--- src/hdl/assert_macros.svh ---
// Assertion macros for the hash map RTL.
`ifndef ASSERT_MACROS_SVH
`define ASSERT_MACROS_SVH
`ifndef SYNTHESIS
// Condition that must hold at every clock edge out of reset.
`define RCHM_ASSERT(lbl, cond) \
  lbl: assert property (@(posedge clk) disable iff (!rst_n) (cond)) \
    else $error("rchm assertion failed");
// Same-cycle implication.
`define RCHM_ASSERT_IMP(lbl, ante, cons) \
  lbl: assert property (@(posedge clk) disable iff (!rst_n) (ante) |-> (cons)) \
    else $error("rchm assertion failed");
`else
`define RCHM_ASSERT(lbl, cond)
`define RCHM_ASSERT_IMP(lbl, ante, cons)
`endif
`endif

--- src/hdl/rchm_pkg.sv ---
// Package: types, codes and constants of the resizing chained hash map.
`timescale 1ns / 1ps
package rchm_pkg;

  // Default geometry
  localparam int unsigned MIN_TABLE_BITS_DEF = 4;
  localparam int unsigned MAX_TABLE_BITS_DEF = 8;
  localparam int unsigned BUCKET_SLOTS_DEF   = 4;

  // Field widths
  localparam int CMD_W  = 3;
  localparam int KEY_W  = 32;
  localparam int VAL_W  = 32;
  localparam int HASH_W = 32;
  localparam int STAT_W = 2;
  localparam int ENT_W  = 11;
  localparam int SLOT_W = KEY_W + VAL_W;

  // Stream packing
  localparam int IN_W  = 72;
  localparam int OUT_W = 48;
  localparam int IN_KEY_LSB = CMD_W;
  localparam int IN_VAL_LSB = CMD_W + KEY_W;

  typedef enum logic [CMD_W-1:0] {
    CMD_SEARCH  = 3'd0,
    CMD_INSERT  = 3'd1,
    CMD_REMOVE  = 3'd2,
    CMD_REPLACE = 3'd3,
    CMD_CLEAR   = 3'd4
  } cmd_code_t;

  typedef enum logic [STAT_W-1:0] {
    STAT_OK       = 2'd0,
    STAT_NOTFOUND = 2'd1,
    STAT_EXISTS   = 2'd2,
    STAT_FULL     = 2'd3
  } status_t;

  typedef enum logic [4:0] {
    S_IDLE, S_DEC, S_ADD, S_FRD, S_PCHK, S_PCMP, S_HIT, S_MISS,
    S_SHCHK, S_SHWR, S_RCHK, S_RB, S_RBF, S_RI, S_RMUL, S_RADD,
    S_RDF, S_RDW, S_DONE, S_INIT, S_CZ, S_RZ
  } state_t;

  typedef enum logic [1:0] {FRD_PROBE, FRD_WALK, FRD_DEST} frd_sel_t;
  typedef enum logic [1:0] {SRD_PROBE, SRD_NEXT, SRD_WALK} srd_sel_t;
  typedef enum logic [1:0] {SWR_INS, SWR_REP, SWR_SHIFT, SWR_WALK} swr_sel_t;

  // Controller to datapath
  typedef struct packed {
    logic     load_in;
    logic     mul_en;
    logic     add_en;
    logic     walk;
    logic     frd_en;
    frd_sel_t frd_sel;
    logic     idx_clr;
    logic     idx_inc;
    logic     srd_en;
    srd_sel_t srd_sel;
    logic     swr_en;
    swr_sel_t swr_sel;
    logic     fwr_en;
    logic     fwr_dest;
    logic     fwr_dec;
    logic     fwr_zero;
    logic     cnt_inc;
    logic     cnt_dec;
    logic     stat_en;
    status_t  stat;
    logic     vout_en;
    logic     clear_all;
    logic     rz_start;
    logic     rz_commit;
    logic     wb_clr;
    logic     wb_inc;
    logic     wfill_ld;
    logic     wi_inc;
    logic     out_load;
  } dp_cmd_t;

  // Datapath to controller
  typedef struct packed {
    logic [CMD_W-1:0] cmd;
    logic             hit;
    logic             idx_lt_fill;
    logic             idx_next_lt_fill;
    logic             bkt_full;
    logic             rsz_go;
    logic             walk_done;
    logic             zdest_done;
    logic             wi_lt_wfill;
    logic             out_free;
  } dp_stat_t;

endpackage

--- src/hdl/rchm_ctrl.sv ---
// Controller state machine of the hash map: sequences probe, update and resize walk.
`timescale 1ns / 1ps
module rchm_ctrl (
  input  logic                clk,
  input  logic                rst_n,
  input  logic                in_tvalid,
  output logic                in_tready,
  input  rchm_pkg::dp_stat_t  st,
  output rchm_pkg::dp_cmd_t   cmd
);
  import rchm_pkg::*;

  state_t state_r, state_nxt;

  // State register
  always_ff @(posedge clk) begin
    if (!rst_n) state_r <= S_INIT;
    else        state_r <= state_nxt;
  end

  assign in_tready = (state_r == S_IDLE);

  // Next state
  always_comb begin
    state_nxt = state_r;
    unique case (state_r)
      S_INIT: if (st.walk_done) state_nxt = S_IDLE;
      S_IDLE: if (in_tvalid) state_nxt = S_DEC;
      S_DEC: begin
        if (st.cmd <= CMD_REPLACE)     state_nxt = S_ADD;
        else if (st.cmd == CMD_CLEAR)  state_nxt = S_CZ;
        else                           state_nxt = S_DONE;
      end
      S_CZ:   if (st.walk_done) state_nxt = S_DONE;
      S_ADD:  state_nxt = S_FRD;
      S_FRD:  state_nxt = S_PCHK;
      S_PCHK: state_nxt = st.idx_lt_fill ? S_PCMP : S_MISS;
      S_PCMP: state_nxt = st.hit ? S_HIT : S_PCHK;
      S_HIT:  state_nxt = (st.cmd == CMD_REMOVE) ? S_SHCHK : S_DONE;
      S_MISS: begin
        if (st.cmd == CMD_INSERT && !st.bkt_full) state_nxt = S_RCHK;
        else                                      state_nxt = S_DONE;
      end
      S_SHCHK: state_nxt = st.idx_next_lt_fill ? S_SHWR : S_RCHK;
      S_SHWR:  state_nxt = S_SHCHK;
      S_RCHK:  state_nxt = st.rsz_go ? S_RZ : S_DONE;
      S_RZ:    if (st.zdest_done) state_nxt = S_RB;
      S_RB:    state_nxt = st.walk_done ? S_DONE : S_RBF;
      S_RBF:   state_nxt = S_RI;
      S_RI:    state_nxt = st.wi_lt_wfill ? S_RMUL : S_RB;
      S_RMUL:  state_nxt = S_RADD;
      S_RADD:  state_nxt = S_RDF;
      S_RDF:   state_nxt = S_RDW;
      S_RDW:   state_nxt = st.bkt_full ? S_DONE : S_RI;
      S_DONE:  if (st.out_free) state_nxt = S_IDLE;
      default: state_nxt = S_IDLE;
    endcase
  end

  // Outputs
  always_comb begin
    cmd = '0;
    unique case (state_r)
      S_INIT, S_CZ: begin
        // zero the fill counts of the active bank
        if (!st.walk_done) begin
          cmd.fwr_en   = 1'b1;
          cmd.fwr_zero = 1'b1;
          cmd.wb_inc   = 1'b1;
        end
      end
      S_IDLE: cmd.load_in = in_tvalid;
      S_DEC: begin
        if (st.cmd <= CMD_REPLACE) begin
          cmd.mul_en = 1'b1;
        end else if (st.cmd == CMD_CLEAR) begin
          cmd.clear_all = 1'b1;
        end else begin
          cmd.stat_en = 1'b1;
          cmd.stat    = STAT_NOTFOUND;
        end
      end
      S_ADD: cmd.add_en = 1'b1;
      S_FRD: begin
        cmd.frd_en  = 1'b1;
        cmd.frd_sel = FRD_PROBE;
        cmd.idx_clr = 1'b1;
      end
      S_PCHK: begin
        cmd.srd_en  = st.idx_lt_fill;
        cmd.srd_sel = SRD_PROBE;
      end
      S_PCMP: cmd.idx_inc = !st.hit;
      S_HIT: begin
        priority case (st.cmd)
          CMD_INSERT: begin
            cmd.stat_en = 1'b1;
            cmd.stat    = STAT_EXISTS;
          end
          CMD_REPLACE: begin
            cmd.vout_en = 1'b1;
            cmd.swr_en  = 1'b1;
            cmd.swr_sel = SWR_REP;
          end
          default: cmd.vout_en = 1'b1;
        endcase
      end
      S_MISS: begin
        if (st.cmd == CMD_INSERT) begin
          if (st.bkt_full) begin
            cmd.stat_en = 1'b1;
            cmd.stat    = STAT_FULL;
          end else begin
            cmd.swr_en  = 1'b1;
            cmd.swr_sel = SWR_INS;
            cmd.fwr_en  = 1'b1;
            cmd.cnt_inc = 1'b1;
          end
        end else begin
          cmd.stat_en = 1'b1;
          cmd.stat    = STAT_NOTFOUND;
        end
      end
      S_SHCHK: begin
        if (st.idx_next_lt_fill) begin
          cmd.srd_en  = 1'b1;
          cmd.srd_sel = SRD_NEXT;
          cmd.idx_inc = 1'b1;
        end else begin
          cmd.fwr_en  = 1'b1;
          cmd.fwr_dec = 1'b1;
          cmd.cnt_dec = 1'b1;
        end
      end
      S_SHWR: begin
        cmd.swr_en  = 1'b1;
        cmd.swr_sel = SWR_SHIFT;
      end
      S_RCHK: cmd.rz_start = st.rsz_go;
      S_RZ: begin
        // zero the fill counts of the new bank, then restart the bucket counter
        if (st.zdest_done) begin
          cmd.wb_clr = 1'b1;
        end else begin
          cmd.fwr_en   = 1'b1;
          cmd.fwr_zero = 1'b1;
          cmd.fwr_dest = 1'b1;
          cmd.wb_inc   = 1'b1;
        end
      end
      S_RB: begin
        if (st.walk_done) begin
          cmd.rz_commit = 1'b1;
        end else begin
          cmd.frd_en  = 1'b1;
          cmd.frd_sel = FRD_WALK;
        end
      end
      S_RBF: cmd.wfill_ld = 1'b1;
      S_RI: begin
        if (st.wi_lt_wfill) begin
          cmd.srd_en  = 1'b1;
          cmd.srd_sel = SRD_WALK;
        end else begin
          cmd.wb_inc = 1'b1;
        end
      end
      S_RMUL: begin
        cmd.mul_en = 1'b1;
        cmd.walk   = 1'b1;
      end
      S_RADD: begin
        cmd.add_en = 1'b1;
        cmd.walk   = 1'b1;
      end
      S_RDF: begin
        cmd.frd_en  = 1'b1;
        cmd.frd_sel = FRD_DEST;
      end
      S_RDW: begin
        if (!st.bkt_full) begin
          cmd.swr_en   = 1'b1;
          cmd.swr_sel  = SWR_WALK;
          cmd.fwr_en   = 1'b1;
          cmd.fwr_dest = 1'b1;
          cmd.wi_inc   = 1'b1;
        end
      end
      S_DONE: cmd.out_load = st.out_free;
      default: cmd = '0;
    endcase
  end

endmodule

--- config.mk ---
export PLATFORM = sky130hd
export DESIGN_NAME = rchm_ctrl
export DESIGN_NICKNAME = d
export VERILOG_FILES = /design/src/hdl/assert_macros.svh /design/src/hdl/rchm_pkg.sv /design/src/hdl/rchm_ctrl.sv
export SDC_FILE = /design/constraint.sdc
export NUM_CORES = 1
export LEC_CHECK = 0
export BUFFER_PORTS_ARGS = -buffer_cell sky130_fd_sc_hd__buf_2
export CAP_MARGIN = 20
export CORE_ASPECT_RATIO = 0.7
export CORE_MARGIN = 3
export CORE_UTILIZATION = 25
export DETAILED_ROUTE_END_ITERATION = 10
export GPL_ROUTABILITY_DRIVEN = 0
export HOLD_SLACK_MARGIN = 0.1
export PLACE_DENSITY = 0.52
export SYNTH_ARGS = -nofsm -noshare
export SYNTH_HDL_FRONTEND = slang
export SYNTH_SLANG_ARGS = --single-unit
--- constraint.sdc ---
create_clock -name clk -period 4.6 [get_ports clk]
set_clock_uncertainty 0.1 [all_clocks]
set_input_delay 0.23 -clock clk [delete_from_list [all_inputs] [get_ports clk]]
set_output_delay 0.23 -clock clk [all_outputs]
set_load 0.02 [all_outputs]
==> results.yml, run 1 <==
clock_tree:
  clk_pin_slew_worst_paths_ns: 0.04
  insertion_delay_ns: 0.22
  htree_levels: 1
  clock-sinks: 5
  numCtsBuffers: 3
  post_cts_resize_count: 0
  cts_tree: "done"
  postCtsSetupBuffers: 0
  clockRootBuffer: "clkbuf_8"
  cts_hold_buf: 0
  clock_path_buffers: 2
setup_path:
  critPathRequiredTime_ns: 4.27
  startpoint: "state_r[1]"
  criticalPathCategory: "flip-flop to output pin"
  crit_arrival_ns: 2.56
  r2r-start: "state_r[4]"
  cp_cell_sequence: "nand2b_1 > nor3_1 > or3b_2 > nand3_1 > buf_2"
  cp-start-kind: "flip-flop"
  critPathMaxStageDelay_ns: 0.81
  crit_slowest_cell: "dfxtp_1"
  crit_path_end_kind: "output pin"
  crit_fanout: 24
placed_design:
  portBuffers: 48
  placed_cell_area_um2: 1270
  hpwl_um: 2940
layout:
  antenna_cells: 0
  top_regs: "state_r: 5 flops"
  drive_above_1_share_pct: 28.4
  top_register: "state_r"
  fin_area_um2: 1320
  nets: 220
  fill_cells: 427
  area.sequential_um2: 100
  multi_input_area_um2: 833
  area.growth.synth_to_final_pct: 25.9
  largest_reg_flops: 5
detailed_routing:
  wl_per_cell_um: 14.9
  drcViolationCount: 0
  ant_nets: 0
  dr.pass1.iters: 4
  via_per_inst: 5.34
  vias: 1357
  wirelength_um: 3790
  drt-initial-drc-count: 85
timing:
  rsz0062_at_grt: "false"
  setup-violations-final: 0
  max_freq_mhz: 346
  period_minus_slack_ns: 2.89
  worstMarginPinSlew_ns: 1.00
  fin_setup_tns_ns: 0
  report.final.slew_viol_count: 0
  max_slew_margin_pct: 33.2
  fin_crit_sh_pct: 62.9
  finalHoldViolCount: 0
min_path:
  hold_path.class: "input port to flip-flop"
  hp-start: "rst_n"
synth:
  synthArstFlopShare_pct: 0
  synth.distinct_cells: 50
  synth_seq_cells: 5
  netlist_instances: 166
  synth_flop_cell: "dfxtp_1"
  yosys.area.top_type: "dfxtp_1"
  syn_area_um2: 1040
  syn_nets: 181
  synth_most_common_cell: "nor2_1"
  synth-seq-area-share_pct: 9.58
  yosys-top-cells-count: "nor2_1 (21), nand2_1 (15), a21oi_1 (10)"
  synthTopCellsByArea: "dfxtp_1 (9.6%), nor2_1 (7.5%), nand2_1 (5.4%)"
  synth-edff-count: 0
  yosysWarnings: 0
  synth_top_area_share_pct: 9.58
  synth_area_per_cell_um2: 6.29
global_route:
  grt_max_degree: 33
  grt_usage_pct: 14.9
  first_global_vias: 1226
  grt_overflow: 0
  grt_pass1_wl_um: 6130
  grt_antenna_before_repair: 0
floorplan:
  placementRows: 18
  die_h_um: 60.1
  initial_core_util_pct: 27.8
  io_pins: 49
  die-width_um: 83.3
  coreArea_um2: 3760
  die_area_um2: 5000
power_and_ir_drop:
  powerDensity_nw_per_um2: 545
  ir_drop_mv: 0.174
  leakagePower_nw: 0.668
run:
  maxCapViolCount: 0
run_status:
  status: "finished, final reports clean"
-- power by group --
group	internal, mW	switching, mW
registers	0.0622	0.119
logic	0.177	0.278
clock network	0.0595	0.0218
total	0.298	0.419
-- placed cells by master, fill, tap and decap left out, types with 3 or more instances in the layout --
cell type	instances
buf_2	48
nor2_1	21
nand2_1	15
a21oi_1	10
inv_1	8
and3_1	7
nor3_1	7
nand3_1	7
o21ai_0	7
nand2b_1	6
dfxtp_1	5
nor4_1	4
or3_1	4
and3b_1	3
nand3b_1	3
nor2b_1	3
and2_1	3
a211o_1	3
clkbuf_8	3
-- path summary, 6_finish.rpt --
path           endpoint  slack, ns  cells after the start
min          state_r[3]       0.17                      2
max reg2reg  state_r[4]       2.03                      5
max             cmd[20]       1.71                      5
min reg2reg  state_r[2]       0.69                      2
-- area by class of cell --
| class | count | area share (%) |
|---|---|---|
| multi-input combinational | 138 | 63.4 |
| timing repair buffer | 48 | 18.3 |
| sequential | 5 | 7.61 |
| tap | 50 | 4.76 |
| clock buffer | 4 | 3.43 |
| inverter | 9 | 2.57 |
-- worst max-delay path: cells and delay by family, from the launching register on --
family	cells	cell delay, ns
buf+inv	1	0.17
flops	1	0.81
simple gates	4	1.35
-- metal layers --
| metal | wire length (um) | global-route usage, % | vias up | share of wire [%] |
|---|---|---|---|---|
| met5 | 0 | 0 | - | 0 |
| met4 | 0 | 0.699 | 0 | 0 |
| met3 | 316 | 3.17 | 0 | 8.3 |
| met2 | 1520 | 20.5 | 56 | 40 |
| met1 | 1960 | 23.8 | 613 | 52 |
| li1 | - | - | 688 | - |
-- cell families after synthesis --
kind of cell,count (synthesis),synth area share [%]
flip-flops,5,9.58
AO/OA/AOI/OAI,40,27.4
multiplexers,1,0.958
AND/OR/NAND/NOR,97,51.4
buffers and inverters,23,10.7
-- per-stage QoR --
stage,util (%),hold slack (ns),power (mW),setup WS (ns),instances
3_3_place_gp,33.8,0.402,0.632,1.98,250
4_1_cts,35.0,0.169,0.716,1.75,254
3_5_place_dp,33.8,0.398,0.630,2.00,250
6_report,35.0,0.170,0.717,1.71,254
5_1_grt,35.0,0.174,0.782,1.53,254
2_1_floorplan,-,0.276,0.508,2.51,166
Note: power is estimated with default switching activity, not from simulation.
==> inputs of run 2 (changes only) <==
--- a/config.mk
+++ b/config.mk
@@ -13,7 +13,7 @@
 export DETAILED_ROUTE_END_ITERATION = 10
 export GPL_ROUTABILITY_DRIVEN = 0
 export HOLD_SLACK_MARGIN = 0.1
-export PLACE_DENSITY = 0.52
+export PLACE_DENSITY = 0.54
 export SYNTH_ARGS = -nofsm -noshare
 export SYNTH_HDL_FRONTEND = slang
 export SYNTH_SLANG_ARGS = --single-unit
==> constraint.sdc (replaced) <==
create_clock -name clk -period 2.5 [get_ports clk]
set_clock_uncertainty 0.1 [all_clocks]
set_input_delay 0.125 -clock clk [delete_from_list [all_inputs] [get_ports clk]]
set_output_delay 0.125 -clock clk [all_outputs]
set_load 0.02 [all_outputs]
==> results.yml, run 2 (synthesized netlist as in run 1, its figures left out) <==
placed_design:
  hpwl_um: 3100
  placed_cell_area_um2: 1330
  dp.cells: 258
  portBuffers: 48
timing:
  finalHoldViolCount: 0
  fin_setup_tns_ns: 0
  setup-violations-final: 0
  fin_crit_sh_pct: 91.4
  rsz0062_at_grt: "false"
  max_slew_margin_pct: 68.0
  max_freq_mhz: 437
  report.final.slew_viol_count: 0
  period_minus_slack_ns: 2.29
  worstMarginPinSlew_ns: 0.479
detailed_routing:
  via_per_inst: 5.34
  wirelength_um: 3820
  vias: 1405
  wl_per_cell_um: 14.5
  drt-initial-drc-count: 166
  ant_nets: 0
  dr.pass1.iters: 4
  drcViolationCount: 0
layout:
  fin_area_um2: 1390
  top_register: "state_r"
  largest_reg_flops: 5
  mostFrequentLayoutCells: "buf_2 (48), nor2_1 (21), nand2_1 (15)"
  final_cell_count_no_fill: 263
  antenna_cells: 0
  top_regs: "state_r: 5 flops"
  drive_above_1_share_pct: 31.0
  nets: 229
  final_core_util_pct: 36.8
  area.growth.synth_to_final_pct: 32.6
  layout_commonest_cell: "buf_2"
setup_path:
  criticalPathCategory: "flip-flop to output pin"
  critPathMaxStageDelay_ns: 0.59
  crit_path_end_kind: "output pin"
  cp-start-kind: "flip-flop"
  critPathRequiredTime_ns: 2.28
  crit_arrival_ns: 2.06
  crit_slowest_cell: "dfxtp_1"
  crit_fanout: 14
  cp_cell_sequence: "nand2b_1 > nor3_1 > or3b_2 > nand3_1 > buf_2"
clock_tree:
  htree_levels: 1
  insertion_delay_ns: 0.22
  clockRootBuffer: "clkbuf_8"
  clock_path_buffers: 2
  clock-sinks: 5
  clk_pin_slew_worst_paths_ns: 0.04
  cts_hold_buf: 1
  post_cts_resize_count: 0
  cts_tree: "done"
  numCtsBuffers: 3
  postCtsSetupBuffers: 0
global_route:
  first_global_vias: 1279
  grt_antenna_before_repair: 0
  grt.busiest_layer: "met1"
  use_met3_pct: 3.31
  grt_use_met1_pct: 23.9
  grt_max_degree: 22
  grt_usage_pct: 15.5
  grt_pass1_wl_um: 6310
  groute.layer.met2.usage_pct: 21.0
  grt_overflow: 0
run:
  maxCapViolCount: 0
power_and_ir_drop:
  leakagePower_nw: 0.713
  powerDensity_nw_per_um2: 1010
  ir_drop_mv: 0.311
run_status:
  status: "finished, final reports clean"
floorplan:
  io_pins: 49
  die-width_um: 83.3
  initial_core_util_pct: 27.8
  die_area_um2: 5000
  coreArea_um2: 3760
  die_h_um: 60.1
  placementRows: 18
min_path:
  hold_path.class: "input port to flip-flop"
-- run 2: critical path, delay by kind of cell (launching register included) --
family | cells | cell delay (ns)
buffers and inverters | 1 | 0.16
and+or+nand+nor | 4 | 1.08
DFF | 1 | 0.59
-- run 2: area by class of cell --
class	instances	area, um2
fill	424	2380
timing repair buffer	57	310
sequential	5	100
inverter	9	33.8
tap	50	62.6
multi-input combinational	138	833
clock buffer	4	45.0
-- run 2: per-stage QoR --
stage / hold slack [ns] / setup slack [ns] / power (mW)
finish: 0.325 / 0.214 / 1.39
global route: 0.368 / 0.0614 / 1.52
CTS: 0.309 / 0.212 / 1.39
detailed placement: 0.273 / 0.289 / 1.23
global placement: 0.288 / 0.351 / 1.24
floorplan: 0.171 / 0.491 / 0.935
-- run 2: path summary, 6_finish.rpt --
kind / start / endpoint / slack, ns / depth (start not counted)
setup reg to reg: state_r[2] / state_r[4] / 0.27 / 5
hold reg to reg: state_r[2] / state_r[2] / 0.54 / 2
hold / removal: st[2] / state_r[2] / 0.32 / 4
setup / recovery: state_r[1] / cmd[20] / 0.21 / 5
-- run 2: report_power, final --
part,switching [mW],total [mW],internal (mW)
registers,0.0961,0.211,0.115
logic,0.648,1.03,0.383
clock network,0.0410,0.151,0.110
-- run 2: per-layer routing --
metal  share of wire [%]  vias to the layer above  wire (um)
li1                    -                      701          -
met1                  50                      626       1900
met2                  39                       70       1470
met3                  10                        8        386
met4                 1.8                        0         68
met5                   0                        -          0
